===== config.mk =====
export PLATFORM = sky130hd
export DESIGN_NAME = ble_dedup_cell
export DESIGN_NICKNAME = d
export VERILOG_FILES = /design/src/hw/rtl/ble_dedup_pkg.sv /design/src/hw/rtl/ble_dedup_cell.sv
export SDC_FILE = /design/constraint.sdc
export NUM_CORES = 1
export LEC_CHECK = 0
export ABC_AREA = 0
export BUFFER_PORTS_ARGS = -buffer_cell sky130_fd_sc_hd__buf_2
export CORE_ASPECT_RATIO = 0.9
export CORE_MARGIN = 2
export CORE_UTILIZATION = 43
export DETAILED_ROUTE_END_ITERATION = 7
export PLACE_DENSITY = 0.83
export SYNTH_ARGS = -nofsm -noshare
export SYNTH_HDL_FRONTEND = slang
export SYNTH_SLANG_ARGS = --single-unit

===== constraint.sdc =====
create_clock -name clock -period 3.54 [get_ports clock]
set_input_delay 0 -clock clock [delete_from_list [all_inputs] [get_ports clock]]
set_output_delay 0 -clock clock [all_outputs]
set_load 0.05 [all_outputs]

===== src/hw/rtl/ble_dedup_pkg.sv =====
package ble_dedup_pkg;

   localparam int MaxDevices = 32;
   localparam int NameBytes  = 32;
   localparam int IdxW       = $clog2(MaxDevices);
   localparam int PosW       = $clog2(NameBytes);
   localparam int CntW       = $clog2(MaxDevices + 1);

   typedef enum logic [1:0] {
      CMD_ADV   = 2'd0,
      CMD_CLEAR = 2'd1,
      CMD_READ  = 2'd2,
      CMD_NONE  = 2'd3
   } cmd_type;

   typedef enum logic [2:0] {
      ST_UPDATED  = 3'd0,
      ST_INSERTED = 3'd1,
      ST_DROPPED  = 3'd2,
      ST_READ     = 3'd3,
      ST_EMPTY    = 3'd4
   } status_type;

   typedef enum logic [1:0] {
      PH_LEN  = 2'd0,
      PH_TYPE = 2'd1,
      PH_DATA = 2'd2,
      PH_STOP = 2'd3
   } phase_type;

   typedef enum logic [2:0] {
      S_IDLE   = 3'd0,
      S_SEARCH = 3'd1,
      S_COPY   = 3'd2,
      S_READ   = 3'd3,
      S_OUT    = 3'd4
   } fsm_type;

   // Control handed to every cell in the table chain.
   typedef struct packed {
      logic            shift;     // rotate address row by one cell
      logic            load_addr; // write address at write index
      logic [IdxW-1:0] wr_index;
      logic [47:0]     addr;
   } cell_ctl_type;

endpackage


===== src/hw/rtl/ble_dedup_cell.sv =====
module ble_dedup_cell (
   input  logic                      clock,
   input  ble_dedup_pkg::cell_ctl_type ctl,
   input  logic [ble_dedup_pkg::IdxW-1:0] my_index,
   input  logic [47:0]               prev_addr,
   output logic [47:0]               addr_out
);

   logic [47:0] addr_ff;
   logic [47:0] addr_in;

   always_comb begin
      addr_in = addr_ff;
      if (ctl.shift) begin
         addr_in = prev_addr;
      end else if (ctl.load_addr && ctl.wr_index == my_index) begin
         addr_in = ctl.addr;
      end
   end

   always_ff @(posedge clock) begin
      addr_ff <= addr_in;
   end

   assign addr_out = addr_ff;

endmodule


# After elaboration in Yosys (flattened, before gate mapping)
# Cells that the tools add are included.
# op_classes
eq_ne	1
mux	2
reduce_logical	2
# op_table
cell	count
48-bit two-way mux	2
5-bit == test	1
2-bit nonzero test	1
1-bit logical AND	1
# totals
register_bits	48
inputBits	109
elab_cells	6

# Depth between registers and ports, before layout
# Gate-level depths: netlist (run 1).
# depth
ltp_word	4
mapped_depth	3

# Worst setup path after synthesis (run 1)
# Ideal clock, no wire load.
# synth_timing
path_kind	input to register
from	input my_index[1] (netlist name)
to	register addr_ff[0] (netlist: addr_out[0]) (enable)
arrival_ns	1.173
t_required_ns	3.153
setup_slack_ns	1.980
path_stages	3
path_buffers	0
path_cell_list	xor2_1 -> nor4_1 -> a31o_2
# synth_via
elab_chain_len	3
# synth_rtl
element	line	source
start: declaration	ble_dedup_cell.sv:4	input logic [ble_dedup_pkg::IdxW-1:0] my_index,
5-bit == test	ble_dedup_cell.sv:16	end else if (ctl.load_addr && ctl.wr_index == my_index) begin
1-bit logical AND	ble_dedup_cell.sv:16	
2-bit nonzero test (no line)	--	
end signal: assignment	ble_dedup_cell.sv:22	addr_ff <= addr_in;
end: declaration	ble_dedup_cell.sv:9	logic [47:0] addr_ff;
# No other way between the ends.
# A chain may end at the register's enable or synchronous reset.

# Worst setup path after layout (run 1)
# layout_timing
from	input my_index[1] (netlist name)
to	register addr_ff[33] (netlist: addr_out[33]) (enable)
# The elaborated chain is that of the path after synthesis.

==> results of run 1 <==
## placed cells by master, fill, tap and decap left out, drive strengths merged
cell type	count
mux2	48
clkinv	1
bufinv	1
clkinvlp	1
edfxtp	48
buf	158
xnor2	1
a31o	1
nor4	1
clkbuf	5
dlygate4sd3	33
xor2	4
## through the flow
step                cells  hold WS [ps]  worst slack (ps)  utilization [%]  total power [W]
detailed placement    326           305              1560             61.4          0.00112
CTS                   366         0.643              1880             70.4          0.00154
floorplan             108           217              1980                -         0.000998
finish                367          7.28              1880             70.6          0.00153
global route          367         0.310              1670             70.6          0.00158
global placement      326           301              1610             61.4          0.00111
## kinds of logic after synthesis
family / Yosys count
muxes: 48
DFF: 48
xor gates and xnor gates: 5
buffers and inverters: 5
AOI/OAI and AO/OA: 1
and+or+nand+nor: 1
## worst min path at each step
stage / start / endpoint / slack (ps) / cells past startpoint
floorplan: prev_addr[36] / addr_out[36] / 220 / 1
global placement: ctl[42] / addr_out[42] / 300 / 2
detailed placement: ctl[41] / addr_out[41] / 300 / 2
CTS: ctl[0] / addr_out[0] / 0.6 / 2
global route: prev_addr[36] / addr_out[36] / 0.3 / 2
finish: prev_addr[36] / addr_out[36] / 7 / 2
## report_power, final
part | total [W] | switching (W) | internal [W]
logic | 0.000435 | 0.000281 | 0.000155
registers | 0.000706 | 0.0000137 | 0.000692
clock network | 0.000387 | 0.000178 | 0.000209
total | 0.00153 | 0.000473 | 0.00106
## area by class of cell
| type | instances | area [um^2] |
|---|---|---|
| clock buffers | 5 | 68.8 |
| clock inverters | 3 | 42.5 |
| fillers | 354 | 1410 |
| multi-input cells | 55 | 633 |
| flip-flops and latches | 48 | 1440 |
| well taps | 65 | 81.3 |
| repair buffers | 191 | 1130 |
## critical path: cells and delay by family
kind	cells	cell delay (ps)
compound gates	1	720
buf+inv	2	490
xor+xnor	1	150
simple gates	1	270
## routing by layer
layer | global-route usage [%] | vias to the layer above | wire [um]
met2 | 40.7 | 100 | 3030
li1 | - | 805 | -
met5 | 0 | - | 0
met3 | 4.08 | 13 | 378
met1 | 21.3 | 792 | 2000
met4 | 8.38 | 0 | 157
==> metrics.md, run 1 <==
| Metric | Value |
|---|---|
| TNS Setup | `0 ps` |
| Syn_nets | `217` |
| Max-slew headroom | `approximately 46%` |
| Multiplexer share of the synthesized area | `27.1%` |
| Crit path launch type | `input port` |
| Most common cell in the netlist | `edfxtp_1` |
| Placer Congestion | `0.795` |
| GRT Total Usage | `~21%` |
| Initial antenna violation count | `0` |
| Adder-Cell Fraction of Synth Area | `0%` |
| Slew @ Worst Pin | `806 ps` |
| Remaining DRCs | `0` |
| CTS resizes | `0` |
| Fin crit share | `approximately 47%` |
| Via Count | `1710` |
| Critical Path Sink | `addr_out[33]` |
| Synthesized flop and latch total | `48` |
| Sink Count | `48` |
| Post-DRT Antenna Nets | `0` |
| CTS buffer count | `5` |
| Critical path endpoint category | `flop` |
| Crit-path slowest cell | `a31o_2` |
| ANT cells | `0` |
| Share of the synthesized area in the top cell type | `about two thirds` |
| Worst path cell trace | `buf_2, xor2_1, nor4_1, a31o_2, buf_4` |
| Synth Cell Area | `between 2000 and 2500 um^2` |
| Average cell area after synthesis | `19.6 um^2` |
| Synth warnings | `0` |
| Starting Density | `44.1%` |
| Io pins | `about 160` |
| Fin crit period | `1660 ps` |
| Core region area | `4800 um^2` |
| Max_cap viols | `0` |
| Reg clk slew, reported paths | `90 ps` |
| Via density | `4.66` |
| Max IR drop VDD | `0.225 mV` |
| Synth Area in Simple Gates | `0.295%` |
| RSZ-0062 raised after global routing | `false` |
| Fmax achieved | `roughly 600 MHz` |
| Cell count after synthesis | `108` |
| Synth Area in Compound Gates | `less than 1%` |
| Endpoints failing setup | `0` |
| Leading area contributor after synthesis | `edfxtp_1` |
| WP data required | `about 3500 ps` |
| Row cnt | `24` |
| Final Hold Fails | `0` |
| Die ar. | `5510 um^2` |
| Share of layout cells above drive strength 1 | `between 70% and 80%` |
| Max-slew violations | `0` |
| Routed WL | `~5.6 mm` |
| CP max FO | `31` |
| Wirelength per Cell | `15.2 um` |
| Status | `completed` |
| Total grt overflow | `0` |
| DR iter-0 viols | `slightly above 60` |
| PortBufs | `156` |
| Top post-synthesis cells by area | `edfxtp_1, mux2_2, mux2_4, xor2_1, buf_4` |
| Vias in the first global route | `around 1800` |
| LEAKAGE | `1.54 nW` |
| CTS tree | `done` |
| Critical path type | `in -> reg` |
| Crit path launch | `my_index[1]` |
| Post-route cell area | `between 3000 and 4000 um^2` |
| First-pass GRT wire length | `8.58 mm` |
| Dpl hpwl | `3.96 mm` |
| Die X | `78.0 um` |
| Number of enable flip-flop cells after synthesis | `48` |
| CP max stage delay | `720 ps` |
| Cell variety after synth | `9` |
| Hold-fix buffers, CTS | `32` |
| Htree depth | `2` |
| Largest net degree at the start of global routing | `49` |
| Cell Pwr Density | `451 nW/um^2` |
| Pre-Repair DR Iteration Count | `4` |
| Ys async rst share | `0%` |
| Post-synth top cells | `edfxtp_1, mux2_2, mux2_4, xor2_1, buf_4` |
| Die Height | `about 71 um` |
| Ys flop type | `edfxtp_1` |
| Postcts setup bufs | `0` |
| Final #Nets | `a little over 400` |
| Main combinational cell family by area after synthesis | `multiplexers` |
| Xor/xnor share of the synthesized area | `2.07%` |
| Data arrival, critical path | `1640 ps` |
| Min-Delay Path Class | `in -> reg` |
| Register area share after synthesis | `68.0%` |
| Clock Path Buffers | `2` |
| Cell Area, Placed | `2950 um^2` |
| Root buf cell | `clkbuf_8` |
| Max reg flops | `48` |
| Layout area overhead | `60.1%` |
Note: power is estimated with default switching activity, not from simulation.
==> run 2: changes to the inputs <==
--- a/config.mk
+++ b/config.mk
@@ -5,13 +5,13 @@
 export SDC_FILE = /design/constraint.sdc
 export NUM_CORES = 1
 export LEC_CHECK = 0
-export ABC_AREA = 0
+export ABC_AREA = 1
 export BUFFER_PORTS_ARGS = -buffer_cell sky130_fd_sc_hd__buf_2
 export CORE_ASPECT_RATIO = 0.9
 export CORE_MARGIN = 2
-export CORE_UTILIZATION = 43
+export CORE_UTILIZATION = 36
 export DETAILED_ROUTE_END_ITERATION = 7
-export PLACE_DENSITY = 0.83
+export PLACE_DENSITY = 0.73
 export SYNTH_ARGS = -nofsm -noshare
 export SYNTH_HDL_FRONTEND = slang
 export SYNTH_SLANG_ARGS = --single-unit
==> constraint.sdc (replaced) <==
create_clock -name clock -period 1.4 [get_ports clock]
set_input_delay 0 -clock clock [delete_from_list [all_inputs] [get_ports clock]]
set_output_delay 0 -clock clock [all_outputs]
set_load 0.05 [all_outputs]
==> run 2 against run 1 <==
Effect of this change:
- total power rose to 2.5 times the previous value
- wire length rose by 26%
- sequential cell count stayed put
- final area up 19%
- global-route usage decreased by 0.14 points
- synthesized cell count is 110% higher
- via count grew 46%
- first-iteration DRC count up 98%
- setup slack worse by 1800 ps
- combinational power grew to 3.0 times the previous value
- critical path depth did not move
- count of clock-buffer cells in the layout stayed put
- largest power group unchanged
==> metrics.md, run 2 <==
| Metric | Value |
|---|---|
| Core region area | `5730 um^2` |
| Via Count | `about 2500` |
| Syn_nets | `between 300 and 400` |
| Max IR drop VDD | `0.571 mV` |
| Max-slew violations | `0` |
| Io pins | `157` |
| Pre-Repair DR Iteration Count | `6` |
| PortBufs | `156` |
| Post-DRT Antenna Nets | `0` |
| Cell variety after synth | `8` |
| WL met3 | `539 um` |
| Synth warnings | `0` |
| Cell Pwr Density | `around 950 nW/um^2` |
| Final Hold Fails | `0` |
| ANT cells | `0` |
| Average cell area after synthesis | `9.32 um^2` |
| Slew @ Worst Pin | `roughly 480 ps` |
| Register area share after synthesis | `67.0%` |
| Worst path cell trace | `dlygate4sd3_1, buf_2, nand2_1, nand2_1, dlygate4sd3_1` |
| Remaining DRCs | `0` |
| Multi-input logic area | `approximately 620 um^2` |
| Placer Congestion | `0.756` |
| Htree depth | `2` |
| Share of layout cells above drive strength 1 | `35.0%` |
| Met2 wire len | `3.92 mm` |
| Sink Count | `48` |
| # fillers | `around 460` |
| Fmax achieved | `755 MHz` |
| Crit path launch | `ctl[24]` |
| Most frequent cells in the layout | `nand2_1, buf_2, dlygate4sd3_1` |
| CTS buffer count | `5` |
| Most common cell in the netlist | `nand2_1` |
| Reg clk slew, reported paths | `90 ps` |
| Critical path endpoint category | `flop` |
| Placed Cells | `451` |
| Root buf cell | `clkbuf_8` |
| Via density | `4.51` |
| Post-route cell area | `4040 um^2` |
| FF+latch area | `roughly 1400 um^2` |
| Number of enable flip-flop cells after synthesis | `48` |
| Max reg flops | `48` |
| Post-synth top cells | `nand2_1, edfxtp_1, inv_1, buf_2, nor2_1` |
| Top post-synthesis cells by area | `edfxtp_1, nand2_1, buf_2, buf_4, inv_1` |
| First-pass GRT wire length | `10.7 mm` |
| Critical path type | `in -> reg` |
| Initial antenna violation count | `0` |
| WHS | `~6.9 ps` |
| GRT Total Usage | `20.5%` |
| Ys async rst share | `0%` |
| Clock Path Buffers | `2` |
| Die Height | `77.4 um` |
| Final Non-Filler Cells | `553` |
| Crit path launch type | `input port` |
| Die X | `approximately 86 um` |
| Starting Density | `37.6%` |
| Max_cap viols | `0` |
| Layout area overhead | `87.9%` |
| Final #Nets | `591` |
| LEAKAGE | `2.09 nW` |
| PnR Total Power | `0.00386 W` |
| Max-slew headroom | `68.2%` |
| Fin crit share | `between 90% and 100%` |
| Synthesized flop and latch total | `48` |
| Postcts setup bufs | `0` |
| Routed WL | `7.01 mm` |
| TNS Setup | `0 ps` |
| Crit-path slowest cell | `dlygate4sd3_1` |
| Endpoints failing setup | `0` |
| CP max stage delay | `between 500 and 600 ps` |
| Min-Delay Path Class | `in -> reg` |
| DR iter-0 viols | `121` |
| Dpl hpwl | `4.05 mm` |
| Row cnt | `26` |
| Synth Cell Area | `roughly 2200 um^2` |
| Total grt overflow | `0` |
| Largest net degree at the start of global routing | `49` |
| CTS tree | `done` |
| Data arrival, critical path | `1370 ps` |
| Vias in the first global route | `2383` |
| Cell count after synthesis | `about 230` |
| Wirelength per Cell | `12.7 um` |
| Met1 WL | `2.49 mm` |
| CP max FO | `1` |
| WP data required | `roughly 1500 ps` |
| Die ar. | `6610 um^2` |
| Status | `completed` |
| Share of the synthesized area in the top cell type | `between 60% and 70%` |
| Ys flop type | `edfxtp_1` |
| DR top layer | `met4` |
| Worst Hold Launch | `prev_addr[35]` |
| RSZ-0062 raised after global routing | `false` |
| Cell Area, Placed | `3020 um^2` |
| Leading area contributor after synthesis | `edfxtp_1` |
| Fin crit period | `1320 ps` |
==> run 2: cell count changes after synthesis, sizes merged <==
cell / delta
nand2: +157
nor2: +6
nor4: -1
xnor2: -1
xor2: -4
inv: +9
a31o: -1
buf: +5
nand3: +1
mux2: -48
==> run 2: timing repair <==
action / in CTS / in global routing
gates resized for setup: 0 / 2
hold buffers: 94 / 0
hold endpoints to repair: 48 / 0
endpoints found under the setup margin: 0 / 18
==> run 2: cell type report <==
class / count / area share, %
clock buffer: 5 / 1.70
clock inverter: 3 / 0.340
inverter: 9 / 0.897
multi-input combinational: 164 / 15.3
sequential: 48 / 35.6
tap: 70 / 2.17
timing repair buffer: 254 / 43.9
==> run 2: final timing paths <==
path	end	slack, ps	depth (start not counted)
worst min-delay path	addr_out[35]	7	3
worst max-delay path	addr_out[24]	80	5
==> run 2: cells by family (layout without fill, tap and decap cells) <==
logic type	count (synthesis)	count (layout)	synth area share, %
simple gates	164	164	28.7
buf+inv	19	271	4.36
flops	48	48	67.0
==> run 2: per-stage QoR <==
step,util [%],worst slack (ps)
after floorplan,-,132
after global placement,52.7,281
after detailed placement,52.7,257
after CTS,70.6,71.1
after global routing,70.6,65.9
final,70.6,75.4
==> run 2: power breakdown <==
group	internal, W	switching (W)	total, W
Sequential	0.00175	0.0000341	0.00178
Combinational	0.000484	0.000803	0.00129
Clock	0.000340	0.000449	0.000789
Total	0.00257	0.00129	0.00386
==> run 2: critical path, delay by kind of cell <==
| family | cells | cell delay [ps] |
|---|---|---|
| AND/OR/NAND/NOR | 2 | 110 |
| buffers and inverters | 3 | 1260 |
==> run 2: per-layer routing <==
metal / track usage (%) / up-vias
met4: 4.13 / 0
met2: 41.2 / 114
li1: - / 1225
met1: 21.7 / 1150
met5: 0 / -
met3: 4.36 / 6
