**src/hw/rtl/ble_dedup_pkg.sv**
```systemverilog
package ble_dedup_pkg;

   localparam int MaxDevices = 32;
   localparam int NameBytes  = 32;
   localparam int IdxW       = $clog2(MaxDevices);
   localparam int PosW       = $clog2(NameBytes);
   localparam int CntW       = $clog2(MaxDevices + 1);

   typedef enum logic [1:0] {
      CMD_ADV   = 2'd0,
      CMD_CLEAR = 2'd1,
      CMD_READ  = 2'd2,
      CMD_NONE  = 2'd3
   } cmd_type;

   typedef enum logic [2:0] {
      ST_UPDATED  = 3'd0,
      ST_INSERTED = 3'd1,
      ST_DROPPED  = 3'd2,
      ST_READ     = 3'd3,
      ST_EMPTY    = 3'd4
   } status_type;

   typedef enum logic [1:0] {
      PH_LEN  = 2'd0,
      PH_TYPE = 2'd1,
      PH_DATA = 2'd2,
      PH_STOP = 2'd3
   } phase_type;

   typedef enum logic [2:0] {
      S_IDLE   = 3'd0,
      S_SEARCH = 3'd1,
      S_COPY   = 3'd2,
      S_READ   = 3'd3,
      S_OUT    = 3'd4
   } fsm_type;

   // Control handed to every cell in the table chain.
   typedef struct packed {
      logic            shift;     // rotate address row by one cell
      logic            load_addr; // write address at write index
      logic [IdxW-1:0] wr_index;
      logic [47:0]     addr;
   } cell_ctl_type;

endpackage

```
**src/hw/rtl/ble_dedup_parser.sv**
```systemverilog
module ble_dedup_parser (
   input  logic        clock,
   input  logic        reset,
   input  logic        step,
   input  logic        restart,
   input  logic [7:0]  data_byte,
   input  logic [7:0]  report_length,
   input  logic [ble_dedup_pkg::PosW-1:0] rd_pos,
   output logic [7:0]  rd_byte,
   output logic [ble_dedup_pkg::PosW:0] name_count
);

   localparam int PosW = ble_dedup_pkg::PosW;
   localparam int NameBytes = ble_dedup_pkg::NameBytes;

   ble_dedup_pkg::phase_type phase_ff, phase_in;
   logic [7:0] pos_ff, pos_in, next_ff, next_in, flen_ff, flen_in;
   logic [PosW:0] cnt_ff, cnt_in;
   logic closed_ff, closed_in, in_name_ff, in_name_in;
   logic wr_en;
   logic [7:0] wr_data;
   logic [7:0] buf_mem [NameBytes];
   logic [8:0] p1, hdr_end;
   logic [7:0] n;

   always_comb begin
      phase_in = phase_ff; pos_in = pos_ff; next_in = next_ff; flen_in = flen_ff;
      cnt_in = cnt_ff; closed_in = closed_ff; in_name_in = in_name_ff;
      wr_en = 1'b0;
      wr_data = (data_byte < 8'h20 || data_byte == 8'h7F) ? 8'h3F : data_byte;
      p1 = {1'b0, pos_ff} + 9'd1;
      hdr_end = p1 + {1'b0, data_byte};
      n = flen_ff - 8'd1;
      if (restart) begin
         phase_in = ble_dedup_pkg::PH_LEN; pos_in = '0; next_in = '0; flen_in = '0;
         cnt_in = '0; closed_in = 1'b0; in_name_in = 1'b0;
      end else if (step) begin
         if (pos_ff < report_length) begin
            case (phase_ff)
               ble_dedup_pkg::PH_LEN: begin
                  if (p1 >= {1'b0, report_length} || data_byte == 8'd0 ||
                      hdr_end > {1'b0, report_length}) begin
                     phase_in = ble_dedup_pkg::PH_STOP;
                  end else begin
                     next_in = hdr_end[7:0];
                     flen_in = data_byte;
                     phase_in = ble_dedup_pkg::PH_TYPE;
                  end
               end
               ble_dedup_pkg::PH_TYPE: begin
                  in_name_in = (data_byte == 8'h09 || data_byte == 8'h08);
                  if (in_name_in) begin
                     flen_in = (n > 8'(NameBytes - 1)) ? 8'(NameBytes - 1) : n;
                  end
                  if (p1 >= {1'b0, next_ff}) begin
                     phase_in = in_name_in ? ble_dedup_pkg::PH_STOP : ble_dedup_pkg::PH_LEN;
                  end else begin
                     phase_in = ble_dedup_pkg::PH_DATA;
                  end
               end
               ble_dedup_pkg::PH_DATA: begin
                  if (in_name_ff && flen_ff != 8'd0) begin
                     flen_in = flen_ff - 8'd1;
                     if (!closed_ff) begin
                        if (data_byte == 8'd0) begin
                           closed_in = 1'b1;
                        end else if (cnt_ff < (PosW+1)'(NameBytes)) begin
                           wr_en = 1'b1;
                           cnt_in = cnt_ff + 1'b1;
                        end
                     end
                  end
                  if (p1 >= {1'b0, next_ff}) begin
                     phase_in = in_name_ff ? ble_dedup_pkg::PH_STOP : ble_dedup_pkg::PH_LEN;
                  end
               end
               default: ;
            endcase
         end
         if (pos_ff != 8'd255) pos_in = pos_ff + 8'd1;
      end
   end

   always_ff @(posedge clock) begin
      if (reset) begin
         phase_ff <= ble_dedup_pkg::PH_LEN; pos_ff <= '0; next_ff <= '0; flen_ff <= '0;
         cnt_ff <= '0; closed_ff <= 1'b0; in_name_ff <= 1'b0;
      end else begin
         phase_ff <= phase_in; pos_ff <= pos_in; next_ff <= next_in; flen_ff <= flen_in;
         cnt_ff <= cnt_in; closed_ff <= closed_in; in_name_ff <= in_name_in;
      end
   end

   always_ff @(posedge clock) begin
      if (wr_en) buf_mem[cnt_ff[PosW-1:0]] <= wr_data;
      rd_byte <= buf_mem[rd_pos];
   end

   assign name_count = cnt_ff;

endmodule

```
**config.mk**
```make
export PLATFORM = sky130hd
export DESIGN_NAME = ble_dedup_parser
export DESIGN_NICKNAME = d
export VERILOG_FILES = /design/src/hw/rtl/ble_dedup_pkg.sv /design/src/hw/rtl/ble_dedup_parser.sv
export SDC_FILE = /design/constraint.sdc
export NUM_CORES = 1
export LEC_CHECK = 0
export ABC_AREA = 1
export BUFFER_PORTS_ARGS = -buffer_cell sky130_fd_sc_hd__clkbuf_2
export CORE_MARGIN = 3
export CORE_UTILIZATION = 65
export DETAILED_ROUTE_END_ITERATION = 8
export HOLD_SLACK_MARGIN = 0.12
export PLACE_DENSITY = 0.83
export SETUP_SLACK_MARGIN = 0.4
export SLEW_MARGIN = 20
export SYNTH_ARGS = -nofsm -noshare
export SYNTH_HDL_FRONTEND = slang
export SYNTH_SLANG_ARGS = --single-unit
```
**constraint.sdc**
```tcl
create_clock -name clock -period 7.7 [get_ports clock]
set_clock_uncertainty 0.1 [all_clocks]
set_input_delay 0.385 -clock clock [delete_from_list [all_inputs] [get_ports clock]]
set_output_delay 0.385 -clock clock [all_outputs]
set_load 0.03 [all_outputs]
```
## Yosys cells after proc, flatten, opt, wreduce, memory -nomap -nowiden

Memory sizes are Yosys's and may differ from the RTL's. A register that Yosys moved wholly into a read port is not among the register bits.
Cells that the tools add are included.

- Flip-flop bits (word level): 34
- Memory bits (writable): 256
- Input bits: 25
- Output and inout bits: 14
- Memories: 1

Memory list:

| memory | words | width | rd ports | clocked after memory_dff | write ports | RTL line | text |
|---|---|---|---|---|---|---|---|
| buf_mem | 32 | 8 | 1 | 1 | 1 | ble_dedup_parser.sv:22 | `logic [7:0] buf_mem [NameBytes];` |

- Add/sub/neg operators: 5
- Order comparisons: 7
- Eq/ne operators: 10
- Muxes and demuxes: 24
- Bitwise logic cells: 3
- Reduce and logical (&&, ||, !) cells: 17

Operator list:

| operator | number |
|---|---|
| 8-bit 2-to-1 mux | 5 |
| 8-bit case mux with 3 select lines | 1 |
| 9-bit by 8-bit >= comparator with 1-bit output | 2 |
| 8-bit by 4-bit equality test with 1-bit output, second input constant | 2 |
| 1-bit 2-to-1 mux | 12 |
| 4-bit AND reduction | 3 |
| 2-bit 2-to-1 mux | 5 |
| 8-bit by 1-bit adder with 9-bit output, second input constant | 1 |
| 9-bit by 8-bit adder with 9-bit output | 1 |
| 9-bit by 8-bit > comparator with 1-bit output | 1 |
| 8-bit by 1-bit adder with 8-bit output, second input constant | 1 |
| 8-bit by 7-bit equality test with 1-bit output, second input constant | 1 |
| 8-bit by 5-bit > comparator with 1-bit output, second input constant | 1 |
| 8-bit zero test | 1 |
| 8-bit by 6-bit less-than comparator with 1-bit output, second input constant | 1 |
| 8-bit less-than comparator | 1 |
| 2-bit != test, second input constant | 4 |
| 8-bit != test, second input constant | 1 |
| 8-bit nonzero test | 1 |
| 8-bit by 1-bit subtractor with 8-bit output, second input constant | 1 |
| 7-bit AND reduction | 1 |
| 6-bit by 1-bit adder with 6-bit output, second input constant | 1 |
| 6-bit less-than comparator, second input constant | 1 |
| 2-bit case mux with 3 select lines | 1 |
| 11 further kinds | 16 |

## Depth between registers and ports, before layout

- Word-level depth: 11
- Mapped depth: 24
- Depth with buffers taken out: 24

## Worst setup path after synthesis

No wires, ideal clock.

- Kind: reg2reg
- Start: reg pos_ff[0]
- End: reg next_ff[6]
- Library setup time: 0.131 ns
- Data arrival time: 2.891 ns
- Setup slack: 4.578 ns
- Stages on the path, launching flop included: 22
- Path through: dfxtp_1 > ha_1 > xor2_1 > ha_1 > a21oi_1 > nand2_1 > a21oi_1 > o21ai_0 > xor2_1 > inv_1 > ha_1 > nand2_1 > inv_1 > nand2_1 > nand2_1 > nand2_1 > nand2_1 > nand2_1 > nand4_4 > buf_6 > nor2_1 > nor3b_2

- Word-level cells in the longest chain between the ends: 6
- Elaborated cells on any way between the ends: 9

RTL lines:

| item | RTL line | text |
|---|---|---|
| from (decl) | ble_dedup_parser.sv:17 | `logic [7:0] pos_ff, pos_in, next_ff, next_in, flen_ff, flen_in;` |
| from (signal assigned) | ble_dedup_parser.sv:89 | `phase_ff <= phase_in; pos_ff <= pos_in; next_ff <= next_in; flen_ff <= flen_in;` |
| 8-bit by 1-bit adder with 9-bit output | ble_dedup_parser.sv:31 | `p1 = {1'b0, pos_ff} + 9'd1;` |
| named net p1[2] | ble_dedup_parser.sv:23 | `logic [8:0] p1, hdr_end;` |
| 9-bit by 8-bit adder with 9-bit output | ble_dedup_parser.sv:32 | `hdr_end = p1 + {1'b0, data_byte};` |
| named net hdr_end[5] | ble_dedup_parser.sv:23 |  |
| 9-bit by 8-bit > comparator with 1-bit output | ble_dedup_parser.sv:42 | `hdr_end > {1'b0, report_length}) begin` |
| 1-bit logical OR | ble_dedup_parser.sv:41 | `if (p1 >= {1'b0, report_length} \|\| data_byte == 8'd0 \|\|` |
| 1-bit inverter (no source line) | - |  |
| 4-bit AND reduction (no source line) | - |  |
| to (signal assigned) | ble_dedup_parser.sv:89 |  |
| to (decl) | ble_dedup_parser.sv:17 |  |

The timed path passes the listed nets, and every way through them passes these cells.
A chain may end at the register's enable or synchronous reset.

## Worst setup path in the final report

- Start: reg pos_ff[0]
- End: reg flen_ff[2]

- Word-level cells in the longest chain between the ends: 6
- Elaborated cells on any way between the ends: 9

RTL lines:

| item | RTL line |
|---|---|
| 8-bit by 1-bit adder with 9-bit output | ble_dedup_parser.sv:31 |
| named net p1[5] | ble_dedup_parser.sv:23 |
| 9-bit by 8-bit adder with 9-bit output | ble_dedup_parser.sv:32 |
| named net hdr_end[6] | ble_dedup_parser.sv:23 |
| 9-bit by 8-bit > comparator with 1-bit output | ble_dedup_parser.sv:42 |
| 1-bit logical OR | ble_dedup_parser.sv:41 |
| 2-bit != test (no source line) | - |
| 6-bit AND reduction (no source line) | - |
| to (signal assigned) | ble_dedup_parser.sv:89 |
| to (decl) | ble_dedup_parser.sv:17 |

The timed path passes the listed nets, and every way through them passes these cells.

==> metrics <==
average cell area after synthesis=between 10 and 15 sq um; Peak VDD IR=0.183 mV; slowest stage delay, CP=between 400 and 500 ps; H-tree Lvls=1; Area contributors post-synth=edfxtp_1, dfxtp_1, nor2_1, o21ai_0, ha_1; master of the slowest instance on the critical path=dfxtp_1; first-pass GRT wire length=approximately 49,000 um; Resize count post-CTS=0; post-synthesis cell count=1,208; Sink Count=~300; Post-DP Area=between 10,000 and 15,000 sq um; post-detailed-route wirelength per cell=20.9 um; Antenna Cells=0; dominant cell type by area after synthesis=edfxtp_1; DR vias=approximately 9.5k; crit-path most repeated cell=nand2_1; Slew headroom=between 20% and 30%; Finish-stage setup viols=0; Reg-to-Reg End=flen_ff[2]$_SDFFE_PP0P_; DRC=0; RR Startpoint=pos_ff[0]$_SDFFE_PP0P_; Async S/R FF share, synth=0%; Commonest cells post-synth=edfxtp_1, nor2_1, o21ai_0, nand2_1, inv_1; layout cells sized above 1=between 10% and 20%; Final #Nets=between 1k and 1.5k; vias per cell=6.30; startpoint types=flip-flop; TritonRoute pass-1 iters=6; Die X=about 150 um; site row count=51; main flop type after synthesis=edfxtp_1; CP Capture Type=flip-flop; status=completed; initial antenna violation count=0; Antenna Nets Post-Route=0; Pleak=~5.3 nW; Worst Setup SP=pos_ff[0]$_SDFFE_PP0P_; Hold Path Origin=rd_pos[4]; clk buf depth=3; GRT overflow=0; Hold WC Path Type=input port to flip-flop; sequence of cells on the critical path=nand3_1, nor2_1, nand2_1, xor2_1, inv_1, ha_1, inv_2, o21bai_1, a31oi_1, xnor2_1, ha_1, nand2_1, inv_1, nand2_1, nand2_1, nand2_1, nand2_1, nand2_1, nand3_2, nand2_4, nand2_4, nor2_1, nor2_1; Skew-Pair Late Insertion Delay=between 500 and 600 ps; MaxCap Viol Count=0; crit path time final=approximately 3600 ps; CP max FO=10; Buf/Inv on CP=3; net count after synthesis=1,285; CTS tree=done; worst min-delay path endpoint=rd_byte[1]$_DFF_P_; Post-Syn Area=~13,000 sq um; initial DRC count=around 1.1k; post-synthesis sequential area ratio=approximately 63%; critical path required time=between 8000 and 9000 ps; final hold vios=0; Yosys warning total=0; FF+latch count, synth=about 300; largest net degree at the start of global routing=73; setup_tns=0 ps; unrepaired setup endpoints after global routing=false; Final Util=around three quarters; worst-margin pin slew=between 1000 and 1500 ps; initial core utilization=67.5%; Tot GR Track Use=28.2%; vias in the first global route=9,232; Fin Hold WS=198 ps; DIE HEIGHT=150 um; CP top delay family=simple AND/OR/NAND/NOR gates; DRT Wirelength=approximately 32,000 um; worst hold path stage count=2; Synth top area share=a little under three fifths; HPWL Detailed=19,500 um; critical path class=flip-flop to flip-flop; final instance area=around 15,000 sq um; die area=about 22,000 sq um; most numerous cell in the Yosys netlist=edfxtp_1; Synth cell types=between 50 and 60; CTS clk-pin slew, worst paths=around 60 ps; FMAX=between 200 and 300 MHz; I/O pin count=39; R2R cell count=23; final worst path period share=between 40% and 50%; Slew Viols, Final=0; # port buffers=38; CORE AREA=around 20,000 sq um; reg-to-reg slack, setup=4150 ps; synthesis-to-finish area growth=9.11%; Routability Congestion=a little over 0.9; Pwr per Cell Area=approximately 230 nW/um^2; Clock Tree Root=clkbuf_16; Critical Path AT=roughly 3900 ps; number of synthesized flops with an enable pin=256; CTS buffer count=29
worst reg2reg max path, cell delays in order, from the launching register on:
cell      delay [ps]
dfxtp_1          440
nand3_1          140
nor2_1           160
nand2_1           80
xor2_1           170
inv_1            120
ha_1             360
inv_2             60
o21bai_1         170
a31oi_1           90
xnor2_1          250
ha_1             300
nand2_1           60
inv_1             50
nand2_1           60
nand2_1           40
nand2_1           50
nand2_1           50
nand2_1          130
nand3_2          130
nand2_4          160
nand2_4           90
nor2_1           120
nor2_1            50
flip-flops by register name, summed over array words and instances (netlist names):
signal	flops
next_ff	8
closed_ff	1
in_name_ff	1
rd_byte	8
phase_ff	2
pos_ff	8
flen_ff	8
name_count	6
buf_mem	256
cell usage in the layout (no fill, tap or decap), types with 17 or more instances in the layout:
cell type,n
inv_1,67
a21oi_1,39
clkbuf_2,37
ha_1,51
o21ai_0,134
o221ai_1,48
o22ai_1,17
o21ai_1,24
dfxtp_1,42
edfxtp_1,256
nand2_1,92
nand3_1,44
nor2_1,221
clkbuf_16,29
routing by layer:
layer	vias to the layer above	track usage, %	share of wire [%]
met3	59	4.60	10
met2	572	48.1	50
met1	4524	38.1	37
li1	4386	-	-
met4	0	8.10	2.3
met5	-	0	0
where the power goes:
part           internal, mW  total (mW)  switching, mW
clock network         0.746        1.31          0.562
logic                 0.100       0.336          0.236
registers              1.77        1.78        0.00891
logic make-up after synthesis:
family	Yosys count	synth area share (%)
xor+xnor	18	1.17
fa+ha+maj	52	4.90
compound gates	287	12.7
buf+inv	141	4.38
flops	298	63.5
simple gates	412	13.4
cell type report:
cell class | count | area, sq um
Sequential cell | 298 | 8530
Multi-Input combinational cell | 769 | 4360
Inverter | 80 | 302
Clock inverter | 10 | 71.3
Clock buffer | 43 | 798
Tap cell | 265 | 332
Fill cell | 1334 | 5240
Timing Repair Buffer | 49 | 278
stage by stage:
stage / setup WS, ps / total power, mW / std cells
floorplan: 4580 / 2.05 / 1208
detailed placement: 4190 / 2.14 / 1460
global placement: 4090 / 2.13 / 1460
global route: 3740 / 3.53 / 1514
finish: 4150 / 3.42 / 1514
CTS: 4160 / 3.43 / 1514
worst max-delay path by stage:
stage	to	slack, ps	depth (start not counted)
6_report	flen_ff[2]$_SDFFE_PP0P_	4150	23
3_3_place_gp	buf_mem[7][3]$_DFFE_PP_	4090	11
5_1_grt	flen_ff[2]$_SDFFE_PP0P_	3740	22
2_1_floorplan	next_ff[6]$_SDFFE_PP0P_	4580	21
3_5_place_dp	flen_ff[4]$_SDFFE_PP0P_	4190	21
4_1_cts	next_ff[6]$_SDFFE_PP0P_	4160	18
timing repair:
| action | in CTS | in global routing |
|---|---|---|
| setup buffers | 0 | 0 |
| endpoints found under the hold margin | 2 | 0 |
| hold buffers | 1 | 0 |
No activity file was read; power rests on OpenSTA's default activity.
